===== src/design/cds_pkg.sv =====
// Shared types and constants for the critically damped 3D smoother.
package cds_pkg;

    typedef struct packed {
        logic signed [31:0] current_x;
        logic signed [31:0] current_y;
        logic signed [31:0] current_z;
        logic signed [31:0] goal_x;
        logic signed [31:0] goal_y;
        logic signed [31:0] goal_z;
        logic [20:0]        time_step;
    } t_in_item;

    typedef struct packed {
        logic signed [31:0] out_x;
        logic signed [31:0] out_y;
        logic signed [31:0] out_z;
        logic               snapped;
    } t_out_item;

    typedef struct packed {
        logic               start;
        logic signed [63:0] a;
        logic signed [63:0] b;
    } t_mul_req;

    typedef struct packed {
        logic         done;
        logic         neg;
        logic [127:0] prod;
    } t_mul_rsp;

    typedef struct packed {
        logic        start;
        logic [63:0] num;
        logic [63:0] den;
    } t_div_req;

    typedef struct packed {
        logic        done;
        logic [63:0] quo;
    } t_div_rsp;

    typedef struct packed {
        logic        start;
        logic [63:0] value;
    } t_sqrt_req;

    typedef struct packed {
        logic        done;
        logic [63:0] root;
    } t_sqrt_rsp;

    localparam int CFG_IDX_W = 1;
    localparam logic [CFG_IDX_W-1:0] CFG_SMOOTH_TIME = 1'd0;
    localparam logic [CFG_IDX_W-1:0] CFG_MAX_SPEED   = 1'd1;

    localparam logic [30:0] ST_RESET = 31'd65536;
    localparam logic [30:0] MS_RESET = 31'h7FFF_FFFF;
    localparam logic [30:0] ST_MIN   = 31'd7;

    localparam logic [63:0] LIM_U = 64'h3FFF_FFFF_FFFF_FFFF;
    localparam logic [23:0] XMAX  = 24'hFF_FFFF;
    localparam logic [14:0] C048  = 15'd31457;
    localparam logic [13:0] C0235 = 14'd15401;

endpackage


===== src/design/cds_mul.sv =====
// Multi-cycle 64x64 magnitude multiplier built from one 32x32 multiplier.
module cds_mul (
    input  logic              i_clk,
    input  logic              i_rst_n,
    input  cds_pkg::t_mul_req i_req,
    output cds_pkg::t_mul_rsp o_rsp
);
    import cds_pkg::*;

    logic [63:0]  r_a;
    logic [63:0]  r_b;
    logic         r_neg;
    logic [2:0]   r_cnt;
    logic         r_busy;
    logic         r_done;
    logic         r_ppv;
    logic [63:0]  r_pp;
    logic [1:0]   r_sh;
    logic [127:0] r_acc;

    logic [31:0]  a_part;
    logic [31:0]  b_part;
    logic [127:0] pp_aligned;
    logic [63:0]  a_mag;
    logic [63:0]  b_mag;

    assign a_mag  = i_req.a[63] ? 64'(-i_req.a) : 64'(i_req.a);
    assign b_mag  = i_req.b[63] ? 64'(-i_req.b) : 64'(i_req.b);
    assign a_part = r_cnt[1] ? r_a[63:32] : r_a[31:0];
    assign b_part = r_cnt[0] ? r_b[63:32] : r_b[31:0];

    always_comb begin
        case (r_sh)
            2'd0:    pp_aligned = {64'd0, r_pp};
            2'd1:    pp_aligned = {32'd0, r_pp, 32'd0};
            2'd2:    pp_aligned = {r_pp, 64'd0};
            default: pp_aligned = '0;
        endcase
    end

    always_ff @(posedge i_clk) begin
        if (!i_rst_n) begin
            r_busy <= 1'b0;
            r_done <= 1'b0;
            r_ppv  <= 1'b0;
        end else begin
            r_done <= 1'b0;
            if (i_req.start) begin
                r_a    <= a_mag;
                r_b    <= b_mag;
                r_neg  <= i_req.a[63] ^ i_req.b[63];
                r_cnt  <= '0;
                r_acc  <= '0;
                r_ppv  <= 1'b0;
                r_busy <= 1'b1;
            end else if (r_busy) begin
                // One partial product is formed while the previous one is added.
                if (r_cnt != 3'd4) begin
                    r_pp  <= 64'(a_part) * 64'(b_part);
                    r_sh  <= {1'b0, r_cnt[1]} + {1'b0, r_cnt[0]};
                    r_ppv <= 1'b1;
                    r_cnt <= r_cnt + 3'd1;
                end else begin
                    r_ppv  <= 1'b0;
                    r_busy <= 1'b0;
                    r_done <= 1'b1;
                end
                if (r_ppv) begin
                    r_acc <= r_acc + pp_aligned;
                end
            end
        end
    end

    assign o_rsp.done = r_done;
    assign o_rsp.neg  = r_neg;
    assign o_rsp.prod = r_acc;

endmodule


===== config.mk =====
export PLATFORM = sky130hd
export DESIGN_NAME = cds_mul
export DESIGN_NICKNAME = d
export VERILOG_FILES = /design/src/design/cds_pkg.sv /design/src/design/cds_mul.sv
export SDC_FILE = /design/constraint.sdc
export NUM_CORES = 2
export LEC_CHECK = 0
export BUFFER_PORTS_ARGS = -buffer_cell sky130_fd_sc_hd__clkbuf_2
export CORE_ASPECT_RATIO = 1.75
export CORE_MARGIN = 2
export CORE_UTILIZATION = 40
export CTS_CLUSTER_DIAMETER = 50
export CTS_CLUSTER_SIZE = 8
export DETAILED_ROUTE_END_ITERATION = 12
export GPL_TIMING_DRIVEN = 1
export SYNTH_ARGS = -nofsm -noshare
export SYNTH_HDL_FRONTEND = slang
export SYNTH_SLANG_ARGS = --single-unit

===== constraint.sdc =====
create_clock -name i_clk -period 8.17 [get_ports i_clk]
set_input_delay 1.2255 -clock i_clk [delete_from_list [all_inputs] [get_ports i_clk]]
set_output_delay 1.2255 -clock i_clk [all_outputs]
set_load 0.01 [all_outputs]

==> impl_metrics.toml <==
[drt]
viasPerCell = 5.633
drc = 0
via_count = 49810
drtIter0Drc = 2993
drt_pass1_iterations = 6
totalWireLength_um = 247600
ant_nets = 0
wl_per_cell_um = 28.00

[logic_synthesis]
yosysMostFrequentCell = "inv_1"
synth_area_leaders = "fa_1 (32%), edfxtp_1 (17%), ha_1 (8.7%)"
ys.flop_type = "edfxtp_1"
synth.largest_area_cell = "fa_1"
ys_seq_area_share_pct = 17.41
synth-seq-cells = 329
syn_avg_cell_area_sq_um = 8.968
synth_area_sq_um = 56580
synth_commonest_cells = "inv_1 (919), nor2_1 (901), fa_1 (897), nand2_1 (658), ha_1 (394)"
synth_edf_count = 326
syn_nets = 7731
synth_cells = 6309
synth_top_area_share_pct = 31.74
async_reset_ff_share_pct = 0
ys_types = 75
ys.warnings.count = 0

[finish]
drive_gt1_share_pct = 18.55
stdcell_count = 8844
fill_cells = 13370
multi_input_area_sq_um = 43270
regArea_sq_um = 9849
area_delta_synth_final_pct = 20.55
nets = 8387

[global_routing]
grt_max_degree = 115
grt_pass1_wl_um = 352700
overflow = 0
grt_usage_pct = 34.19
antenna_found_initial = 10
grt_pass1_vias = 53160

[place]
place.gp.congestion = 1.061
post-place-ws_ns = -0.9647
dp_hpwl_um = 208000
io_buffers = 260
placed_cells = 8655

[worst_setup_path]
r2r-start = "r_cnt[1]"
worstPathMaxFanout = 7
rr_endpoint = "r_pp[51]"
critPathArrivalTime_ns = 8.74
slowest_delay_ns = 0.59
cpMostUsedCell = "fa_1"
path_class = "reg -> reg"
crit_slowest_cell = "fa_1"
cp-start-kind = "flip-flop"
cp_data_required_time_ns = 8.55
cp-end-kind = "flip-flop"
r2r_slack_ns = -0.19
reg2reg_depth = 29

[clock_network]
clk_pin_slew_ns = 0.05
hold_buffers = 0
cts_tree = "built"
clkLatencyLatePin_ns = 0.69
numCtsBuffers = 55
clockBufferDepth = 3
cts-root-buf = "clkbuf_16"
cts_sinks = 329
cts_max_level = 2

[die]
die_w_um = 288.3
die_y_um = 501.5
ios = 261
die_area_sq_um = 144600
core_sq_um = 140500
floorplan.initialDensity_pct = 40.27
rows = 182

[timing]
finalSetupViolations = 7
holdWs_ns = 0.5282
worst_slew_pin_slew_ns = 1.351
clock.fmax_mhz = 119.6
fin_worst_skew_ns = 0.05518
maxSlewHeadroom_pct = 9.380
timing.final.crit_period_ns = 8.358
fin_crit_sh_pct = 102.3
hold_viol_final = 0
rsz0062_at_grt = "true"
finalMaxSlewViolations = 0
setup_slack_ns = -0.1877

[outcome]
status = "finished with violations"
failed_checks = "setup timing"

[worst_hold_path]
min_path_cells = 2
holdCritPathClass = "reg -> reg"
hold_path_startpoint = "r_busy"
min_to = "r_done"

[flow_run]
cap_violations = 0
layout by cell type, fill, tap and decap left out, types with 75 or more instances in the layout:
cell	instances
inv_1	912
fa_1	869
nor2_1	868
nand2_1	654
buf_4	517
ha_1	382
edfxtp_1	326
a21oi_1	286
clkbuf_2	259
xnor2_1	222
o21ai_0	190
a21o_1	106
nand4_1	92
buf_12	79
and2_1	75
cell families after synthesis:
group           count (synthesis)  share of synthesized area [%]
simple gates                 2048                          15.69
fa+ha+maj                    1291                          40.45
buf+inv                      1236                          8.240
compound gates                951                          10.62
flops                         329                          17.41
xor+xnor                      278                          4.303
mux                           176                          3.284
worst max-delay path: cells and delay by family (launching register included):
family | cells | cell delay [ns]
and+or+nand+nor | 6 | 1.02
AOI/OAI and AO/OA | 3 | 0.51
buffers and inverters | 9 | 1.23
DFF | 1 | 0.40
adders and majority gates | 9 | 4.38
xor gates and xnor gates | 1 | 0.15
muxes | 1 | 0.37
registers in the layout (all words and copies together), names as in the netlist:
| register | count |
|---|---|
| r_busy | 1 |
| r_sh | 2 |
| r_a | 64 |
| r_ppv | 1 |
| r_cnt | 3 |
| r_done | 1 |
| r_acc | 128 |
| r_pp | 64 |
| r_neg | 1 |
| r_b | 64 |
through the flow:
stage	TNS, ns	utilization (%)	instance area (sq um)
detailed placement	-8.710	45.76	64290
global route	-3.134	48.54	68200
floorplan	-0.008664	-	56640
CTS	-0.6996	47.57	66830
global placement	-6.964	45.76	64290
finish	-0.8308	48.54	68210
area by class of cell:
class                   instances  share of cell area, %
multi-input cells            4744                  63.44
flip-flops and latches        329                  14.44
repair buffers                916                  11.24
inverters                     919                  5.058
well taps                    1840                  3.375
clock buffers                  67                  2.099
clock inverters                21                 0.3155
diodes                          8                0.02935
metal layers:
metal	track usage (%)	part of all wire, %
met1	31.86	30
met2	61.34	51
met3	4.350	5.4
met4	36.49	14
met5	0	0.0040
repair_timing:
item / 4_1_cts / 5_1_grt
endpoints found under the setup margin: 22 / 27
setup buffers: 33 / 49
gates resized for setup: 110 / 180
pin swaps: 26 / 68
gates cloned: 5 / 7
how the worst max path moves through the flow:
stage	cells past startpoint	from	slack (ns)	end
floorplan	28	r_cnt[0]	-0.009	r_pp[60]
global placement	28	r_cnt[1]	-0.93	r_pp[59]
detailed placement	28	r_cnt[1]	-0.96	r_pp[59]
CTS	30	r_cnt[1]	-0.15	r_pp[59]
global route	30	r_cnt[1]	-0.34	r_pp[51]
finish	29	r_cnt[1]	-0.19	r_pp[51]
Power is not shown: default switching activity piles up to over one toggle a cycle in this logic, so the estimate is an artifact.
