--- src/design/cds_pkg.sv ---
// Shared types and constants for the critically damped 3D smoother.
package cds_pkg;

    typedef struct packed {
        logic signed [31:0] current_x;
        logic signed [31:0] current_y;
        logic signed [31:0] current_z;
        logic signed [31:0] goal_x;
        logic signed [31:0] goal_y;
        logic signed [31:0] goal_z;
        logic [20:0]        time_step;
    } t_in_item;

    typedef struct packed {
        logic signed [31:0] out_x;
        logic signed [31:0] out_y;
        logic signed [31:0] out_z;
        logic               snapped;
    } t_out_item;

    typedef struct packed {
        logic               start;
        logic signed [63:0] a;
        logic signed [63:0] b;
    } t_mul_req;

    typedef struct packed {
        logic         done;
        logic         neg;
        logic [127:0] prod;
    } t_mul_rsp;

    typedef struct packed {
        logic        start;
        logic [63:0] num;
        logic [63:0] den;
    } t_div_req;

    typedef struct packed {
        logic        done;
        logic [63:0] quo;
    } t_div_rsp;

    typedef struct packed {
        logic        start;
        logic [63:0] value;
    } t_sqrt_req;

    typedef struct packed {
        logic        done;
        logic [63:0] root;
    } t_sqrt_rsp;

    localparam int CFG_IDX_W = 1;
    localparam logic [CFG_IDX_W-1:0] CFG_SMOOTH_TIME = 1'd0;
    localparam logic [CFG_IDX_W-1:0] CFG_MAX_SPEED   = 1'd1;

    localparam logic [30:0] ST_RESET = 31'd65536;
    localparam logic [30:0] MS_RESET = 31'h7FFF_FFFF;
    localparam logic [30:0] ST_MIN   = 31'd7;

    localparam logic [63:0] LIM_U = 64'h3FFF_FFFF_FFFF_FFFF;
    localparam logic [23:0] XMAX  = 24'hFF_FFFF;
    localparam logic [14:0] C048  = 15'd31457;
    localparam logic [13:0] C0235 = 14'd15401;

endpackage

--- src/design/cds_sqrt.sv ---
// Digit-by-digit integer square root, one result bit per cycle.
module cds_sqrt (
    input  logic               i_clk,
    input  logic               i_rst_n,
    input  cds_pkg::t_sqrt_req i_req,
    output cds_pkg::t_sqrt_rsp o_rsp
);
    import cds_pkg::*;

    logic [63:0] r_v;
    logic [63:0] r_res;
    logic [63:0] r_bit;
    logic [4:0]  r_cnt;
    logic        r_busy;
    logic        r_done;

    logic [63:0] trial;
    logic        fits;

    assign trial = r_res + r_bit;
    assign fits  = r_v >= trial;

    always_ff @(posedge i_clk) begin
        if (!i_rst_n) begin
            r_busy <= 1'b0;
            r_done <= 1'b0;
        end else begin
            r_done <= 1'b0;
            if (i_req.start) begin
                r_v    <= i_req.value;
                r_res  <= '0;
                r_bit  <= 64'd1 << 62;
                r_cnt  <= '0;
                r_busy <= 1'b1;
            end else if (r_busy) begin
                if (fits) begin
                    r_v   <= r_v - trial;
                    r_res <= (r_res >> 1) + r_bit;
                end else begin
                    r_res <= r_res >> 1;
                end
                r_bit <= r_bit >> 2;
                r_cnt <= r_cnt + 5'd1;
                if (r_cnt == 5'd31) begin
                    r_busy <= 1'b0;
                    r_done <= 1'b1;
                end
            end
        end
    end

    assign o_rsp.done = r_done;
    assign o_rsp.root = r_res;

endmodule

--- config.mk ---
export PLATFORM = sky130hd
export DESIGN_NAME = cds_sqrt
export DESIGN_NICKNAME = d
export VERILOG_FILES = /design/src/design/cds_pkg.sv /design/src/design/cds_sqrt.sv
export SDC_FILE = /design/constraint.sdc
export NUM_CORES = 1
export LEC_CHECK = 0
export ABC_CLOCK_PERIOD_IN_PS = 14200
export BUFFER_PORTS_ARGS = -buffer_cell sky130_fd_sc_hd__buf_2
export CAP_MARGIN = 30
export CORE_MARGIN = 2
export CORE_UTILIZATION = 30
export CTS_CLUSTER_DIAMETER = 30
export DETAILED_ROUTE_END_ITERATION = 10
export PLACE_DENSITY = 0.43
export SKIP_LAST_GASP = 1
export SYNTH_ARGS = -nofsm -noshare
export SYNTH_HDL_FRONTEND = slang
export SYNTH_SLANG_ARGS = --single-unit
--- constraint.sdc ---
create_clock -name i_clk -period 14.2 [get_ports i_clk]
set_input_delay 3.55 -clock i_clk [delete_from_list [all_inputs] [get_ports i_clk]]
set_output_delay 3.55 -clock i_clk [all_outputs]
set_load 0.005 [all_outputs]
==> impl_results.md, run 1 <==
* Power Density at roughly 140 nW/um^2
* GRT Total Usage at 0.194
* Initial cell density of the core at 0.303
* Top-count cell post-synth: nand2_1
* Reg clk slew, reported paths at roughly 0.070 ns
* Num CTS Buffers at 17
* Crit. End Element: flop
* Synth top area cells: edfxtp_1 (32%), ha_1 (11%), nand2_1 (5.1%)
* Fin. Hold Viols at 0
* Top layer in use: met4
* Net Count, Synth at ~2000
* Aggregate global routing overflow at 0
* Vias in the first global route at between 10000 and 15000
* DRT Pass-1 Iters at 5
* Worst-path fanout max at 64
* Synth Flop Type: edfxtp_1
* Worst path required time at between 10 and 15 ns
* Yosys cell types at ~80
* HPWL Detailed at ~40 mm
* Die area at between 50000 and 60000 sq um
* Final max-slew violation count at 0
* FF+latch area at 4990 sq um
* RSZ-0062 raised after global routing: no
* CP Launch Type: flop
* # Post-CTS Setup Buffers at 0
* R2R cell count at 22
* CTS tree: yes
* Avg Synthesized Cell Area at ~8.4 sq um
* Initial antenna violation count at 0
* Routed len/inst at approximately 20 um
* Finished Layout Cells at about 2600
* Cell chosen for the clock root: clkbuf_16
* Number of max-cap violations at 0
* TNS Setup at 0 ns
* CTS H-tree depth at 4
* DRT met1 WL at approximately 27 mm
* I/O Pins at between 100 and 150
* Clock Skews at between 0.01 and 0.015 ns
* #FFs+latches synth at approximately 170
* Met2 WL at between 20 and 25 mm
* Final Critical Period at roughly 6.4 ns
* Fmax achieved at between 0.15 and 0.2 GHz
* Initial DRC count at approximately 950
* Tightest Pin Transition at between 0.9 and 1 ns
* Design Power at ~2400 uW
* Mapped Cells at approximately 1800
* Length of routed met3 wiring at approximately 2.3 mm
* Mapped Area at approximately 16000 sq um
* Area of the multi-input gates at approximately 10000 sq um
* Die Y-Extent at around 230 um
* Final Cycle Share at 0.449
* Status: complete, no violations
* Port buffer count at ~130
* Wire length of the first global-routing pass at 80.0 mm
* Clock sink count at between 150 and 200
* Placed cell count at between 2000 and 3000
* # fillers at 5497
* Ratio of cells with drive above 1 in the final layout at 0.104
* DRC viols at 0
* CTS Hold Bufs at 0
* Worst Hold Path EP: r_done
* Die X at approximately 230 um
* Vias at approximately 14000
* Ys async rst share at 0
* Setup Viol. Count Final at 0
* Placer Congestion at 0.898
* CP arrival at 6.50 ns
* ANT cells at 0
* Cell taking the most area after synthesis: edfxtp_1
* Final net count at 2120
* YS warnings at 0
* R2r endpoint: r_v[55]
* Worst slack, placed at around 7.8 ns
* Core area at 51300 sq um
* Via density at between 5 and 6
* WHS Path Cells at 1
* VDD IR max at about 0.0001 V
* Setup WS post-layout at just under 8 ns
* Post-synthesis sequential area ratio at 0.321
* Post-route ant nets at 0
* Top cells by count, synth: nand2_1 (213), nor2_1 (176), edfxtp_1 (165)
* Largest net degree at the start of global routing at between 80 and 90
* P_leak at around 0.0065 uW
* Crit path launch: r_res[4]
* EDFF count, synth at approximately 170
* Clock Tree Buf Depth at 2
* Hold Crit Class: flop to flop
* Hold Crit Start: r_busy
* Clk_lat worst skew at approximately 0.50 ns
* R2r startpoint: r_res[4]
* Worst rel slew slack at 0.376
* Kind of critical path: flop to flop
* Yosys top cell area share at 0.319
* PostCTS Resize Cnt at 0
* R2r setup slk at 7.82 ns
* Num rows at 83
* DRT Wirelength at between 50 and 60 mm
* Area growth syn-to-layout at 11.8%
## critical path, stage by stage, from the launching register on
cell      delay [ns]
edfxtp_1        0.49
ha_1            0.41
a21o_1          0.13
a311oi_1        0.14
nor4_1          0.46
nor2_1          0.12
o21ai_1         0.34
a31oi_1         0.23
o31ai_1         0.49
a21boi_1        0.23
o21ai_1         0.20
xnor2_1         0.10
ha_1            0.47
nand4_1         0.19
nor2_1          0.16
nand2_1         0.08
inv_1           0.08
a41o_1          0.14
o31ai_1         0.08
and3_1          0.21
buf_4           0.27
a21oi_4         0.19
buf_4           0.72
## routing by layer
| metal | vias up | track usage |
|---|---|---|
| li1 | 7039 | - |
| met1 | 6867 | 0.294 |
| met2 | 339 | 0.279 |
| met3 | 48 | 0.0319 |
| met4 | 0 | 0.0579 |
| met5 | - | 0 |
## stage by stage
step	hold slack, ns	utilization	area (sq um)
after floorplan	0.447	-	15600
after global placement	0.562	0.328	16800
after detailed placement	0.537	0.328	16800
after CTS	0.573	0.339	17400
after global routing	0.587	0.339	17400
final	0.583	0.339	17400
## state kept, by name, indices dropped and copies added, names as in the netlist
signal  cells
r_bit      32
r_busy      1
r_cnt       5
r_done      1
r_res      64
r_v        64
## worst max-delay path by stage
stage | endpoint | slack (ns) | cells after the start
4_1_cts | r_v[55] | 7.79 | 22
6_report | r_v[55] | 7.82 | 22
3_5_place_dp | r_res[6] | 7.77 | 6
2_1_floorplan | r_v[0] | 6.22 | 20
3_3_place_gp | r_res[8] | 7.76 | 6
5_1_grt | r_v[55] | 7.20 | 22
## logic make-up after synthesis
family          count (synthesis)  share of synthesized area
simple gates                  665                      0.202
compound gates                588                      0.242
xor+xnor                      168                     0.0946
flops                         167                      0.321
fa+ha+maj                     133                      0.107
buf+inv                       116                     0.0290
mux                             5                    0.00346
## power by group
| group | switching [uW] | internal (uW) |
|---|---|---|
| Clock | 225 | 256 |
| Combinational | 723 | 440 |
| Sequential | 78.6 | 636 |
## placed cells by master, fill, tap and decap left out, types with 7 or more instances in the layout
master     count
a211oi_1      27
a21o_1        46
a21oi_1      134
a31o_2        11
a31oi_1       65
and2_1        20
and3_1        24
and4_1         7
buf_2        130
buf_4          9
clkbuf_16     17
edfxtp_1     165
ha_1         132
inv_1         33
nand2_1      213
nand2b_1      15
nand3_1       42
nand4_1       52
nor2_1       176
nor2b_1       53
nor3_1        22
nor4_1        10
o211ai_1      13
o21a_1        21
o21ai_0      105
o21ai_1       43
o21bai_1      29
o31ai_1       22
or3_1         14
xnor2_1       89
xor2_1        79
## final cells by class
cell class,instances,share of cell area
well taps,680,0.0489
multi-input cells,1559,0.582
clock buffers,18,0.0247
repair buffers,140,0.0419
inverters,35,0.00770
flip-flops and latches,167,0.287
clock inverters,13,0.00755
Power figures use the tool's default switching activity.
==> run 2: changes to the inputs <==
ABC_AREA = 1   (was not set)
ABC_CLOCK_PERIOD_IN_PS = 5700   (was 14200)
PLACE_DENSITY = 0.44   (was 0.43)
clock period = 5.7 ns   (was 14.2 ns; I/O delays follow)
==> impl_results.md, run 2 <==
* Status: complete, no violations
* Final max-slew violation count at 0 (unchanged)
* Top cells by count, synth: nand2_1 (1447), inv_1 (577), nor2_1 (346)
* Cell chain of the critical path: ha_1 > nand2_1 > o21ai_1 > o21ai_0 > o21ai_1 > nand2_1 > nand2_1 > xnor2_1 > ha_1 > nand2_1 > inv_2 > nand2_1 > nand3_1 > nand2_1 > nand2_1 > clkinv_1 > nand2_1 > a21oi_1 > nand2_1 > o21ai_0 > clkinvlp_4 > buf_12
* Switch share at 0.497 (+0.0616)
* Worst hold margin at 0.533 ns (-0.0501 ns)
* Initial cell density of the core at 0.302 (-0.000915)
* Num CTS Buffers at 17 (unchanged)
* P_leak at 0.0119 uW (+83%)
* Mux contribution to synthesized area at 0 (-0.00346)
* Gr busiest metal: met2
* Largest family of logic cells by synthesized area: simple AND/OR/NAND/NOR gates
* Tightest Pin Transition at 0.854 ns (-0.0822 ns)
* Port buffer count at 131 (unchanged)
* Ys async rst share at 0 (unchanged)
* Yosys top cell area share at 0.268 (-0.0505)
* Hold Crit Class: flop to flop
* Avg Synthesized Cell Area at 5.82 sq um (-31%)
* Hold Crit Start: r_busy
* Net Count, Synth at 3684 (+80%)
* Biggest regs: r_res (64), r_v (64), r_bit (32)
* FF+latch area at 4990 sq um (unchanged)
* Reg clk slew, reported paths at 0.09 ns (+0.02 ns)
* Adder-Cell Fraction of Synth Area at 0.0825 (-0.0250)
* Met2 Use GR at 0.416 (+0.136)
* #FFs+latches synth at 167 (unchanged)
* DRC viols at 0 (unchanged)
* Final Critical Period at 5.14 ns (-1.23 ns)
* Die area at 69700 sq um (+30%)
* CTS tree: yes
* R2r startpoint: r_res[10]
* Seq pwr share at 0.264 (-0.039)
* Area of the multi-input gates at 12900 sq um (+27%)
* EDFF count, synth at 165 (unchanged)
* Clock sink count at 167 (unchanged)
* Worst-path fanout max at 28 (-56%)
* Crit path launch: r_res[10]
* Die X at 264 um (+14%)
* Clk pwr share at 0.190 (-0.014)
* CP arrival at 5.40 ns (-1.10 ns)
* Mapped Cells at 3484 (+89%)
* # Post-CTS Setup Buffers at 0 (unchanged)
* RSZ-0062 raised after global routing: no
* Cell chosen for the clock root: clkbuf_16
* ANT cells at 0 (unchanged)
* Yosys cell types at 42 (-46%)
* Commonest non-fill, non-tap cells in the layout: nand2_1 (1447), inv_1 (575), nor2_1 (346)
* CP Launch Type: flop
* Delay of the slowest critical-path stage at 0.62 ns (-0.10 ns)
* Number of max-cap violations at 0 (unchanged)
* I/O Pins at 132 (unchanged)
* Placer Congestion at 0.898 (unchanged)
* Worst rel slew slack at 0.431 (+0.0548)
* CTS H-tree depth at 4 (unchanged)
* Kind of critical path: flop to flop
* CP max stage cell: o21ai_0
* HPWL Detailed at 70.6 mm (+76%)
* Dpl cell area at 22200 sq um (+32%)
* GRT Total Usage at 0.241 (+0.0466)
* VDD IR max at 0.000153 V (+53%)
* TNS Setup at 0 ns (unchanged)
* Clock Tree Buf Depth at 2 (unchanged)
* Clock Skews at 0.0210 ns (+0.0101 ns)
* Largest net degree at the start of global routing at 103 (+24%)
* Synth top area cells: nand2_1 (27%), edfxtp_1 (24%), inv_1 (11%)
* # fillers at 7778 (+41%)
* Most frequent CP cell: nand2_1
* Routed len/inst at 18.5 um (-7.5%)
* Post-route ant nets at 0 (unchanged)
* Crit. End Element: flop
* DRT Pass-1 Iters at 8 (+3)
* Die Y-Extent at 264 um (+14%)
* Most common cell after layout, fill and taps aside: nand2_1
* Switching power at 3320 uW (+220%)
* Wire length of the first global-routing pass at 125 mm (+57%)
* Initial antenna violation count at 0 (unchanged)
* Vias at 21468 (+50%)
* Area growth syn-to-layout at 12.4%
* CTS Hold Bufs at 0 (unchanged)
* Worst path required time at 5.96 ns (-8.36 ns)
* Via density at 4.75 (-13%)
* Num rows at 95 (+14%)
* Final Cell Area at 22800 sq um (+31%)
* Post-synthesis sequential area ratio at 0.246 (-0.0746)
* Met1 usage at 0.315 (+0.0211)
* Initial DRC count at 1398 (+47%)
* YS warnings at 0 (unchanged)
* Gate power share at 0.546 (+0.053)
* Fin. Hold Viols at 0 (unchanged)
* Final net count at 3829 (+81%)
* Vias in the first global route at 21191 (+54%)
* PostCTS Resize Cnt at 0 (unchanged)
* Setup Viol. Count Final at 0 (unchanged)
* Post-synthesis compound-gate area fraction at 0.0812 (-0.161)
* Power Density at 294 nW/um^2 (+120%)
* Mapped Area at 20300 sq um (+30%)
* XOR/XNOR Fraction of Synth Area at 0.0432 (-0.0514)
* Grt met3 use at 0.0233 (-0.00862)
* Core area at 67000 sq um (+31%)
* Simple-gate share of the synthesized area at 0.427 (+0.225)
* Fin util at 0.340 (+0.000779)
* DRT Wirelength at 83.8 mm (+60%)
* Clk_lat worst skew at 0.53 ns (+0.03 ns)
* Fmax achieved at 0.194 GHz (+24%)
* Cell taking the most area after synthesis: nand2_1
* Synth Flop Type: edfxtp_1
* Ratio of cells with drive above 1 in the final layout at 0.0618 (-0.0423)
* Aggregate global routing overflow at 0 (unchanged)
* Pint at 3370 uW (+150%)
* Final Cycle Share at 0.902 (+0.453)
* Top-count cell post-synth: nand2_1
run 2: path summary, 6_finish.rpt:
| check | end | slack, ns | depth (start not counted) |
|---|---|---|---|
| worst max-delay path | r_v[45] | 0.56 | 22 |
| worst min-delay path | r_done | 0.53 | 2 |
| worst max register to register | r_v[45] | 0.56 | 22 |
| worst min register to register | r_done | 0.53 | 2 |
run 2: kinds of logic after synthesis:
logic type,after synthesis
buffers and inverters,628
adders and majority gates,133
DFF,167
xor gates and xnor gates,100
and+or+nand+nor,2146
AOI/OAI and AO/OA,310
run 2: cell type report:
type	count	area share
repair buffers	173	0.0460
flip-flops and latches	167	0.219
inverters	581	0.0959
clock buffers	17	0.0187
well taps	873	0.0479
clock inverters	15	0.00758
multi-input cells	2689	0.565
run 2: power groups by stage:
stage | Combinational, uW | Sequential [uW] | Clock (uW)
global placement | 3660 | 1790 | 0
floorplan | 2490 | 1720 | 0
finish | 3650 | 1760 | 1270
detailed placement | 3640 | 1780 | 0
CTS | 3660 | 1760 | 1320
global route | 4130 | 1780 | 1340
run 2: metrics by stage:
step,std cells,total power [uW],setup slack [ns]
final,4515,6690,0.558
after global routing,4515,7250,0.191
after floorplan,3484,4210,0.189
after global placement,4483,5450,0.644
after CTS,4515,6730,0.559
after detailed placement,4483,5430,0.595
run 2: critical path, delay by kind of cell, from the launching register on:
family / cells / cell delay, ns
AOI/OAI and AO/OA: 5 / 1.74
and+or+nand+nor: 10 / 1.06
adders and majority gates: 2 / 0.73
buffers and inverters: 4 / 0.58
DFF: 1 / 0.54
xor gates and xnor gates: 1 / 0.22
run 2: layer usage:
| metal | wire length [um] | vias to the layer above |
|---|---|---|
| li1 | - | 11206 |
| met1 | 39300 | 9766 |
| met2 | 39800 | 396 |
| met3 | 2280 | 100 |
| met4 | 2330 | 0 |
| met5 | 0 | - |
