[config.mk]
export PLATFORM = sky130hd
export DESIGN_NAME = cds_div
export DESIGN_NICKNAME = d
export VERILOG_FILES = /design/src/design/cds_pkg.sv /design/src/design/cds_div.sv
export SDC_FILE = /design/constraint.sdc
export NUM_CORES = 1
export LEC_CHECK = 0
export ABC_AREA = 1
export BUFFER_PORTS_ARGS = -buffer_cell sky130_fd_sc_hd__buf_2
export CORE_ASPECT_RATIO = 1.2
export CORE_UTILIZATION = 58
export CTS_CLUSTER_DIAMETER = 200
export CTS_CLUSTER_SIZE = 8
export DETAILED_ROUTE_END_ITERATION = 12
export GPL_TIMING_DRIVEN = 0
export PLACE_DENSITY = 0.91
export SLEW_MARGIN = 20
export SYNTH_ARGS = -nofsm -noshare
export SYNTH_HDL_FRONTEND = slang
export SYNTH_SLANG_ARGS = --single-unit
export TNS_END_PERCENT = 10
[constraint.sdc]
create_clock -name i_clk -period 5.9 [get_ports i_clk]
set_input_delay 0.295 -clock i_clk [delete_from_list [all_inputs] [get_ports i_clk]]
set_output_delay 0.295 -clock i_clk [all_outputs]
set_load 0.02 [all_outputs]
[src/design/cds_pkg.sv]
// Shared types and constants for the critically damped 3D smoother.
package cds_pkg;

    typedef struct packed {
        logic signed [31:0] current_x;
        logic signed [31:0] current_y;
        logic signed [31:0] current_z;
        logic signed [31:0] goal_x;
        logic signed [31:0] goal_y;
        logic signed [31:0] goal_z;
        logic [20:0]        time_step;
    } t_in_item;

    typedef struct packed {
        logic signed [31:0] out_x;
        logic signed [31:0] out_y;
        logic signed [31:0] out_z;
        logic               snapped;
    } t_out_item;

    typedef struct packed {
        logic               start;
        logic signed [63:0] a;
        logic signed [63:0] b;
    } t_mul_req;

    typedef struct packed {
        logic         done;
        logic         neg;
        logic [127:0] prod;
    } t_mul_rsp;

    typedef struct packed {
        logic        start;
        logic [63:0] num;
        logic [63:0] den;
    } t_div_req;

    typedef struct packed {
        logic        done;
        logic [63:0] quo;
    } t_div_rsp;

    typedef struct packed {
        logic        start;
        logic [63:0] value;
    } t_sqrt_req;

    typedef struct packed {
        logic        done;
        logic [63:0] root;
    } t_sqrt_rsp;

    localparam int CFG_IDX_W = 1;
    localparam logic [CFG_IDX_W-1:0] CFG_SMOOTH_TIME = 1'd0;
    localparam logic [CFG_IDX_W-1:0] CFG_MAX_SPEED   = 1'd1;

    localparam logic [30:0] ST_RESET = 31'd65536;
    localparam logic [30:0] MS_RESET = 31'h7FFF_FFFF;
    localparam logic [30:0] ST_MIN   = 31'd7;

    localparam logic [63:0] LIM_U = 64'h3FFF_FFFF_FFFF_FFFF;
    localparam logic [23:0] XMAX  = 24'hFF_FFFF;
    localparam logic [14:0] C048  = 15'd31457;
    localparam logic [13:0] C0235 = 14'd15401;

endpackage

[src/design/cds_div.sv]
// Restoring divider, one quotient bit per cycle, 64-bit operands.
module cds_div (
    input  logic              i_clk,
    input  logic              i_rst_n,
    input  cds_pkg::t_div_req i_req,
    output cds_pkg::t_div_rsp o_rsp
);
    import cds_pkg::*;

    logic [63:0] r_rem;
    logic [63:0] r_quo;
    logic [63:0] r_den;
    logic [5:0]  r_cnt;
    logic        r_busy;
    logic        r_done;

    logic [64:0] trial;
    logic        fits;

    assign trial = {r_rem, r_quo[63]};
    assign fits  = trial >= {1'b0, r_den};

    always_ff @(posedge i_clk) begin
        if (!i_rst_n) begin
            r_busy <= 1'b0;
            r_done <= 1'b0;
        end else begin
            r_done <= 1'b0;
            if (i_req.start) begin
                r_rem  <= '0;
                r_quo  <= i_req.num;
                r_den  <= i_req.den;
                r_cnt  <= '0;
                r_busy <= 1'b1;
            end else if (r_busy) begin
                r_rem <= fits ? 64'(trial - {1'b0, r_den}) : trial[63:0];
                r_quo <= {r_quo[62:0], fits};
                r_cnt <= r_cnt + 6'd1;
                if (r_cnt == 6'd63) begin
                    r_busy <= 1'b0;
                    r_done <= 1'b1;
                end
            end
        end
    end

    assign o_rsp.done = r_done;
    assign o_rsp.quo  = r_quo;

endmodule

==> reports/results.txt, run 1 <==
CP Capture Type = flop
GR Overflow Total = 0
RSZ-0062 raised after global routing = false
TritonCTS clock tree = done
Worst hold path class = input pin to flop
Register share of total power = 37.3%
Compound-cell area share of the yosys netlist = 1.952%
Core Box Area = 24910 sq um
First-pass GRT wire length = 70.74 mm
Worst-margin pin slew = 877.6 ps
Most common cell after layout, fill and taps aside = nand2_1
DR WL/cell = 16.68 um
YS warnings = 0
Layout Skew = 13.70 ps
Diode count = 0
Critical Path Start Type = flop
Max Clock Freq = 321.8 MHz
CP max stage delay = 480 ps
Final hold violation count = 0
Final core occ = 68.86%
Status = complete, no violations
Crit Path Class = flop to flop
CP Cell Sequence = ha_1 -> nand2_1 -> nor2_2 -> nand2_1 -> nor2_1 -> nand2_1 -> nor2_1 -> nor2_1 -> nand3_2 -> inv_2 -> nand2_2 -> buf_2 -> nand2_1 -> nand2_1 -> nor2_1
Setup ws final = 2793 ps
Clock root cell = clkbuf_16
Yosys cell types = 35
Most frequent cells in the layout = 934 x nand2_1, 432 x inv_1, 225 x nor2_1
R2R Path Start = r_rem[42]
Relative slew slack = 41.50%
H-tree levels = 4
Switching part of the total = 39.90%
Max VDD drop = 0.0001938 V
Total GRT Usage = 36.15%
ANT nets after route = 0
CTS resizes = 0
Row count = 63
Yosys top cell area share = 40.16%
DRC = 0
Flops & latches, synth = 200
Setup TNS = 0 ps
LEAKAGE = 9.519 nW
Syn_nets = 2380
Post-route minimum period = 3107 ps
Internal power = 2.960 mW
Antenna violations before repair = 0
Register-to-register setup slack = 2790 ps
EDFF count, synth = 198
Die Span X = 147.8 um
Die Y = 177.0 um
Die ar. = 26170 sq um
Clock sink count = 200
NetSw = 1.965 mW
Synth Area in Adders = 5.629%
Synth top area cells = edfxtp_1 40%, nand2_1 24%, inv_1 11%
Hold Path Stages = 1
Routability cong. = 1.086
Vias per cell = 5.153
Layout cell share with drive strength beyond 1 = 12.95%
Simple-gate share of the synthesized area = 37.15%
Pin count of the biggest net entering global routing = 54
Synth async-reset ratio = 0%
Mux cell area share after synthesis = 0%
Worst r2r dst = r_rem[33]
Clock network fraction of design power = 25.0%
Critical path buffer and inverter count = 2
Slowest CP cell = ha_1
XOR/XNOR Fraction of Synth Area = 1.834%
Top delay family on crit path = simple AND/OR/NAND/NOR gates
Post-Layout Inst Area = 17150 sq um
Dpl cell area = 16260 sq um
Largest family of logic cells by synthesized area = simple AND/OR/NAND/NOR gates
Syn Std Cell Area = 14800 sq um
I/O pin count = 196
CP dominant cell by count = nand2_1
Hold Crit Start = i_req[36]
Power per cell area = 287.1 nW/um^2
R2R depth = 15
Post-CTS setup buffers = 0
Sequential area share after synthesis = 40.43%
Post-Place Worst Slack = 2861 ps
Vias in the first global route = 13680
CTS clk-pin slew, worst paths = 80 ps
Yosys top cell by area = edfxtp_1
Clock latency at the later pin of the worst-skew pair = 470 ps
CP Max Fanout = 10
Period utilisation layout = 52.67%
Most common flop cell mapped by yosys = edfxtp_1
Port-buffer cells = 194
Logic pwr share = 37.6%
Number of buffers created by CTS = 17
Via count = 14250
Finish-stage setup viols = 0
Clk buf depth = 2
Max Cap Violations = 0
Arrival time worst endpoint = 3330 ps
CP Data Required Time = 6120 ps
Synth Instances = 2183
DRT Pass-1 Iters = 5
Synth-to-layout area growth = 15.85%
Fin nets = 2625
Mean Syn Cell Area = 6.782 sq um
Hold endpoint = r_den[36]
Initial core utilization = 59.43%
Final HPWL DP = 37.01 mm
WL final = 46.12 mm
Slew Limit Fails = 0
DRT iter0 DRCs = 1155
[through the flow]
stage / total power, mW / instances / hold slack [ps]
after CTS: 4.887 / 2764 / 0.3481
after global routing: 5.177 / 2766 / 1.828
after global placement: 3.611 / 2702 / 459.9
after detailed placement: 3.656 / 2705 / 473.3
after floorplan: 3.111 / 2183 / 393.9
final: 4.925 / 2766 / 7.527
[cell families (layout without fill, tap and decap cells)]
kind of cell / count (synthesis) / count (layout)
fa+ha+maj: 66 / 66
simple gates: 1337 / 1337
xor+xnor: 31 / 31
compound gates: 57 / 57
flops: 200 / 200
buf+inv: 492 / 750
[worst max-delay path by stage]
stage,cells past startpoint,slack (ps),start,end
3_3_place_gp,4,230,i_req[128],r_rem[19]
6_report,15,2790,r_rem[42],r_rem[33]
5_1_grt,15,2660,r_rem[42],r_rem[33]
4_1_cts,15,2820,r_rem[42],r_rem[33]
2_1_floorplan,4,1650,i_req[128],r_cnt[0]
3_5_place_dp,15,2860,r_rem[42],r_rem[33]
[power by group through the flow]
stage | sequential, mW | clock [mW] | combinational [mW]
after floorplan | 1.89 | 0 | 1.22
after global placement | 1.87 | 0 | 1.74
after detailed placement | 1.86 | 0 | 1.79
after CTS | 1.83 | 1.23 | 1.82
after global routing | 1.85 | 1.28 | 2.05
final | 1.84 | 1.23 | 1.85
[metal layers]
metal	track usage, %	part of all wire, %	vias to the layer above
met5	0	0	-
met2	63.35	49	648
li1	-	-	7073
met3	4.923	6.9	121
met4	20.75	5.6	0
met1	42.43	39	6410
[synth_stat cells, types with 2 or more instances]
| cell | n |
|---|---|
| nand3_1 | 62 |
| ha_1 | 65 |
| nand2_4 | 2 |
| o21ai_0 | 9 |
| a21oi_1 | 46 |
| nand2_1 | 935 |
| nor2_2 | 15 |
| nand3_2 | 11 |
| inv_2 | 15 |
| buf_2 | 15 |
| buf_6 | 7 |
| nand2_2 | 12 |
| nor3_1 | 10 |
| clkbuf_1 | 17 |
| nor2_4 | 3 |
| clkinv_1 | 2 |
| inv_1 | 433 |
| nand4_1 | 10 |
| xor2_1 | 30 |
| edfxtp_1 | 198 |
| dfxtp_1 | 2 |
| nor4_1 | 4 |
| and2_1 | 4 |
| nor2_1 | 225 |
| buf_4 | 2 |
| nand3b_1 | 40 |
[repair_timing]
action                                 in CTS  in global routing
endpoints found under the hold margin      27                  2
setup endpoints to repair                   0                  0
hold buffers                               27                  2
[registers in the layout, indices dropped and copies added, names as in the netlist]
| signal | cells |
|---|---|
| r_quo | 64 |
| r_done | 1 |
| r_cnt | 6 |
| r_den | 64 |
| r_rem | 64 |
| r_busy | 1 |
[worst register-to-register path, cell delays in order, from the launching register on]
cell and delay (ps):
edfxtp_1 450, ha_1 480, nand2_1 150, nor2_2 150, nand2_1 90, nor2_1 200, nand2_1 150, nor2_1 140
nor2_1 60, nand3_2 80, inv_2 100, nand2_2 170, buf_2 330, nand2_1 180, nand2_1 90, nor2_1 40
[cell type report]
type | instances | area (sq um)
Fill cell | 2120 | 7757
Multi-Input combinational cell | 1491 | 6900
Sequential cell | 200 | 5986
Inverter | 450 | 1692
Timing Repair Buffer | 226 | 1329
Clock buffer | 17 | 425.4
Tap cell | 325 | 406.6
Buffer | 42 | 236.5
Clock inverter | 15 | 176.4
(Power assumes the default switching activity.)
==> run 2, diff against run 1 <==
==> constraint.sdc (replaced) <==
create_clock -name i_clk -period 3 [get_ports i_clk]
set_input_delay 0.15 -clock i_clk [delete_from_list [all_inputs] [get_ports i_clk]]
set_output_delay 0.15 -clock i_clk [all_outputs]
set_load 0.02 [all_outputs]
==> run 2 against run 1 <==
- the flow now finishes with violations (negative setup slack)
- register-to-register slack got worse by 2900 ps
- non-clock buffer count is 94 higher
- sequential share of layout area down 2.0 points
- via count is 8.5% higher
- clock skew up 3.6 ps
- sequential cell count stayed put
- critical path type unchanged
- wire length is 16% higher
- clock power is 100% higher
- utilization increased by 4.2 points
- combinational power up 110%
==> reports/results.txt, run 2 (synthesis gave the netlist of run 1 again) <==
WL final = 53.34 mm
Filler cells = 1868
Largest regs = r_den x64, r_quo x64, r_rem x64
Setup ws final = -65.73 ps
R2R depth = 16
Slew Limit Fails = 0
Core Box Area = 24910 sq um
Register share of total power = 36.2%
Max Clock Freq = 326.2 MHz
Clock latency at the later pin of the worst-skew pair = 470 ps
Register-to-register setup slack = -70 ps
CTS clk-pin slew, worst paths = 90 ps
Vias in the first global route = 15230
Total GRT Usage = 41.67%
I/O pin count = 196
DR WL/cell = 18.64 um
Post-route minimum period = 3066 ps
Antenna violations before repair = 3
Post-Layout Inst Area = 18200 sq um
Switching part of the total = 41.28%
Clock root cell = clkbuf_16
Layout cell share with drive strength beyond 1 = 13.06%
Arrival time worst endpoint = 3290 ps
Vias per cell = 5.407
Clk buf depth = 2
Die Span X = 147.8 um
Pin count of the biggest net entering global routing = 74
Initial core utilization = 59.43%
Port-buffer cells = 194
DRC = 0
Power per cell area = 551.8 nW/um^2
Relative slew slack = 35.57%
Setup TNS = -179.8 ps
Clock sink count = 200
DRT Pass-1 Iters = 7
DRT iter0 DRCs = 1617
M1 WL = 19.50 mm
Logic pwr share = 38.7%
WHS = 43.11 ps
LEAKAGE = 9.932 nW
Final core occ = 73.05%
H-tree levels = 4
TritonCTS clock tree = done
ANT nets after route = 0
Top sig layer = met4
Via count = 15470
Met3 WL = 4.773 mm
Max VDD drop = 0.0003885 V
Layout Skew = 17.32 ps
Hold endpoint = r_quo[27]
Max Cap Violations = 0
Fin nets = 2719
Die Y = 177.0 um
Final hold violation count = 0
Routability cong. = 1.042
GR Overflow Total = 0
Number of buffers created by CTS = 17
NetSw = 4.145 mW
Synth-to-layout area growth = 22.90%
Dpl cell area = 16250 sq um
Hold Crit Start = i_req[91]
Critical Path Start Type = flop
Internal power = 5.895 mW
Row count = 63
Status = complete, but fails checks
Worst hold path class = input pin to flop
Clock network fraction of design power = 25.1%
Slowest CP cell = edfxtp_1
Cell Count, Final, Fillers Out = 2861
CP Capture Type = flop
CP dominant cell by count = nand2_1
CP Cell Sequence = inv_1 -> ha_1 -> fa_1 -> inv_1 -> nand2_1 -> nand2_1 -> and2_1 -> nand3_1 -> nand2_2 -> nand2_1 -> nand2_2 -> nand2_1 -> nand3_1 -> nand2_1 -> nor2_1 -> nor2_1
Period utilisation layout = 102.2%
Most frequent cells in the layout = 930 x nand2_1, 432 x inv_1, 222 x nor2_1
Final HPWL DP = 36.95 mm
Most common cell after layout, fill and taps aside = nand2_1
Met2 wire len = 25.13 mm
Crit Path Class = flop to flop
Violated checks = negative setup slack
Die ar. = 26170 sq um
Finish-stage setup viols = 5
Placed instance count = 2704
Worst r2r dst = r_rem[60]
CP Data Required Time = 3220 ps
CP max stage delay = 500 ps
R2R Path Start = r_quo[63]
Worst-margin pin slew = 966.4 ps
CP Max Fanout = 3
First-pass GRT wire length = 81.30 mm
Hold Path Stages = 3
-- run 2: cell types whose count changed in the layout (fill, tap and decap cells not counted), moves of 3 or more --
cell           change
dlygate4sd3_1     +94
ha_1               -6
ha_2               +5
nand2_1            -4
nand2_2            +3
nor2_1             -3
-- run 2: worst max-delay path by stage --
stage / cells after the start / startpoint / endpoint / slack [ps]
global route: 16 / r_quo[63] / r_rem[60] / -120
CTS: 15 / r_rem[40] / r_rem[33] / 10
finish: 16 / r_quo[63] / r_rem[60] / -70
detailed placement: 15 / r_rem[40] / r_rem[33] / -250
floorplan: 4 / i_req[128] / r_cnt[0] / 160
global placement: 4 / i_req[128] / r_rem[22] / -840
-- run 2: per-stage QoR --
stage	setup WS (ps)	power, mW
floorplan	160.7	6.109
global placement	-836.6	7.113
detailed placement	-254.7	7.195
CTS	10.75	9.777
global route	-119.9	10.51
finish	-65.73	10.04
-- run 2: cell type report --
class	count	area, sq um	area share [%]
Buffer	42	249.0	1.368
Tap cell	325	406.6	2.235
Antenna cell	1	2.502	0.01375
Clock inverter	15	205.2	1.128
Inverter	450	1692	9.297
Timing Repair Buffer	320	2257	12.41
Sequential cell	200	5986	32.90
Multi-Input combinational cell	1491	6972	38.32
Clock buffer	17	425.4	2.338
-- run 2: repair_timing --
action	in CTS	in global routing
endpoints found under the setup margin	18	19
hold endpoints to repair	123	0
hold buffers	123	0
gates resized for setup	10	12
buffers inserted	0	1
-- run 2: critical path, delay by kind of cell (launching register included) --
kind | cells | cell delay (ps)
adders and majority gates | 2 | 750
and+or+nand+nor | 12 | 1290
DFF | 1 | 500
buffers and inverters | 2 | 260
-- run 2: metal layers --
layer	track usage (%)	vias up
li1	-	7261
met1	48.70	6952
met2	70.66	1008
met3	5.928	247
met4	29.17	0
met5	0	-
-- run 2: power groups by stage --
stage / Combinational [mW] / Sequential [mW] / Clock, mW
floorplan: 2.40 / 3.71 / 0
global placement: 3.44 / 3.67 / 0
detailed placement: 3.53 / 3.66 / 0
CTS: 3.70 / 3.60 / 2.48
global route: 4.25 / 3.65 / 2.61
finish: 3.88 / 3.64 / 2.52
==> run 3, diff against run 2 <==
--- a/config.mk
+++ b/config.mk
@@ -13,7 +13,9 @@
 export CTS_CLUSTER_SIZE = 8
 export DETAILED_ROUTE_END_ITERATION = 12
 export GPL_TIMING_DRIVEN = 0
+export HOLD_SLACK_MARGIN = 0.05
 export PLACE_DENSITY = 0.91
+export SETUP_SLACK_MARGIN = 0.4
 export SLEW_MARGIN = 20
 export SYNTH_ARGS = -nofsm -noshare
 export SYNTH_HDL_FRONTEND = slang
==> constraint.sdc (replaced) <==
create_clock -name i_clk -period 3.7 [get_ports i_clk]
set_input_delay 0.185 -clock i_clk [delete_from_list [all_inputs] [get_ports i_clk]]
set_output_delay 0.185 -clock i_clk [all_outputs]
set_load 0.02 [all_outputs]
==> run 3 against run 2 <==
- the flow now finishes without violations
- design area decreased by 0.22%
- total power fell by 19%
- hold slack gained 50 ps
- clock skew increased by 0.87 ps
- clock power decreased by 19%
==> reports/results.txt, run 3 (synthesis gave the netlist of run 1 again) <==
Largest regs = r_den x64, r_quo x64, r_rem x64
Fin nets = 2721
Status = complete, no violations
CP Depth = 14
Crit Path Class = flop to flop
Row count = 63
Post-route minimum period = 3196 ps
Critical path buffer and inverter count = 2
Filler cells = 1878
Most frequent cells in the layout = 934 x nand2_1, 432 x inv_1, 224 x nor2_1
CP Max Fanout = 3
CP Capture Type = flop
Slew Limit Fails = 0
Core Box Area = 24910 sq um
Vias per cell = 5.444
ANT nets after route = 0
Setup ws final = 504.3 ps
Area of the multi-input gates = 6914 sq um
Top delay family on crit path = simple AND/OR/NAND/NOR gates
WL final = 53.90 mm
Post-CTS setup buffers = 0
Arrival time worst endpoint = 3410 ps
Post-Place Worst Slack = 445.3 ps
Relative slew slack = 36.81%
Dpl cell area = 16250 sq um
Final core occ = 72.89%
Max Cap Violations = 0
Clk buf depth = 2
Max Clock Freq = 312.9 MHz
Layout cell share with drive strength beyond 1 = 12.50%
CTS clk-pin slew, worst paths = 90 ps
CP Cell Sequence = inv_1 -> ha_1 -> fa_1 -> inv_1 -> nand2_1 -> nand2_1 -> and2_1 -> nand2_1 -> nand3_1 -> nand3_1 -> nand3_1 -> nand2_1 -> nor2_1 -> nor2_1
DRT iter0 DRCs = 1652
Antenna violations before repair = 3
Port-buffer cells = 194
Total GRT Usage = 42.17%
Post-Layout Inst Area = 18150 sq um
CP max stage delay = 510 ps
Via count = 15590
LEAKAGE = 9.933 nW
Layout Skew = 18.19 ps
Die Y = 177.0 um
Synth-to-layout area growth = 22.63%
Register Area = 5986 sq um
TritonCTS clock tree = done
Power per cell area = 447.5 nW/um^2
Clock latency at the later pin of the worst-skew pair = 470 ps
DR WL/cell = 18.82 um
DRC = 0
Routability cong. = 1.042
Period utilisation layout = 86.37%
R2R depth = 14
Worst-margin pin slew = 947.8 ps
CP dominant cell by count = nand2_1
RSZ-0062 raised after global routing = false
WHS = 93.15 ps
Slowest CP cell = edfxtp_1
First-pass GRT wire length = 82.21 mm
Final hold violation count = 0
CP Data Required Time = 3920 ps
Vias in the first global route = 15340
Max VDD drop = 0.0003183 V
Clock root cell = clkbuf_16
Number of buffers created by CTS = 17
Final HPWL DP = 36.95 mm
Pin count of the biggest net entering global routing = 74
GR Overflow Total = 0
DRT Pass-1 Iters = 8
Finish-stage setup viols = 0
Die Span X = 147.8 um
Clock sink count = 200
Die ar. = 26170 sq um
Most common cell after layout, fill and taps aside = nand2_1
H-tree levels = 4
Critical Path Start Type = flop
Initial core utilization = 59.43%
I/O pin count = 196
Worst hold path class = input pin to flop
Hold Path Stages = 3
-- run 3: cell count changes in the layout (fill, tap and decap cells not counted), sizes merged --
cell and change:
buf -3, dlygate4sd3 +3, clkbuf +2, diode +1
-- run 3: area by class of cell --
class | count | area share, %
multi-input combinational | 1491 | 38.08
timing repair buffer | 322 | 12.56
clock inverter | 15 | 1.130
inverter | 450 | 9.318
clock buffer | 17 | 2.343
tap | 325 | 2.240
buffer | 42 | 1.330
antenna | 2 | 0.02757
sequential | 200 | 32.97
-- run 3: report_power, final --
group / switching [mW] / total [mW] / internal [mW]
clock: 1.10 / 2.04 / 0.945
combinational: 2.11 / 3.13 / 1.02
sequential: 0.150 / 2.95 / 2.80
-- run 3: what timing repair did --
item	in CTS	in global routing
resized for setup	0	4
endpoints found under the setup margin	0	15
hold endpoints to repair	126	0
hold buffers	126	0
-- run 3: through the flow --
step	setup TNS [ps]	std cells	power (mW)
after floorplan	0	2183	4.953
after global placement	-20910	2702	5.768
after detailed placement	0	2704	5.834
after CTS	0	2862	7.920
after global routing	0	2863	8.486
final	0	2864	8.124
-- run 3: per-layer routing --
metal / wire [um] / track usage [%] / up-vias
met3: 5336 / 7.036 / 265
met4: 3943 / 28.18 / 0
met1: 19510 / 48.99 / 6954
met5: 0 / 0 / -
met2: 25110 / 71.66 / 1102
li1: - / - / 7272
-- run 3: tightest hold or removal path, stage by stage --
cell and delay, ps:
buf_2 140, nand2_1 80, nand2_1 60
-- run 3: final timing paths --
| path | from | to | slack, ps |
|---|---|---|---|
| max | r_quo[63] | r_rem[52] | 500 |
| max reg2reg | r_quo[63] | r_rem[52] | 500 |
| min reg2reg | r_quo[6] | r_quo[7] | 580 |
| min | i_req[120] | r_quo[56] | 90 |
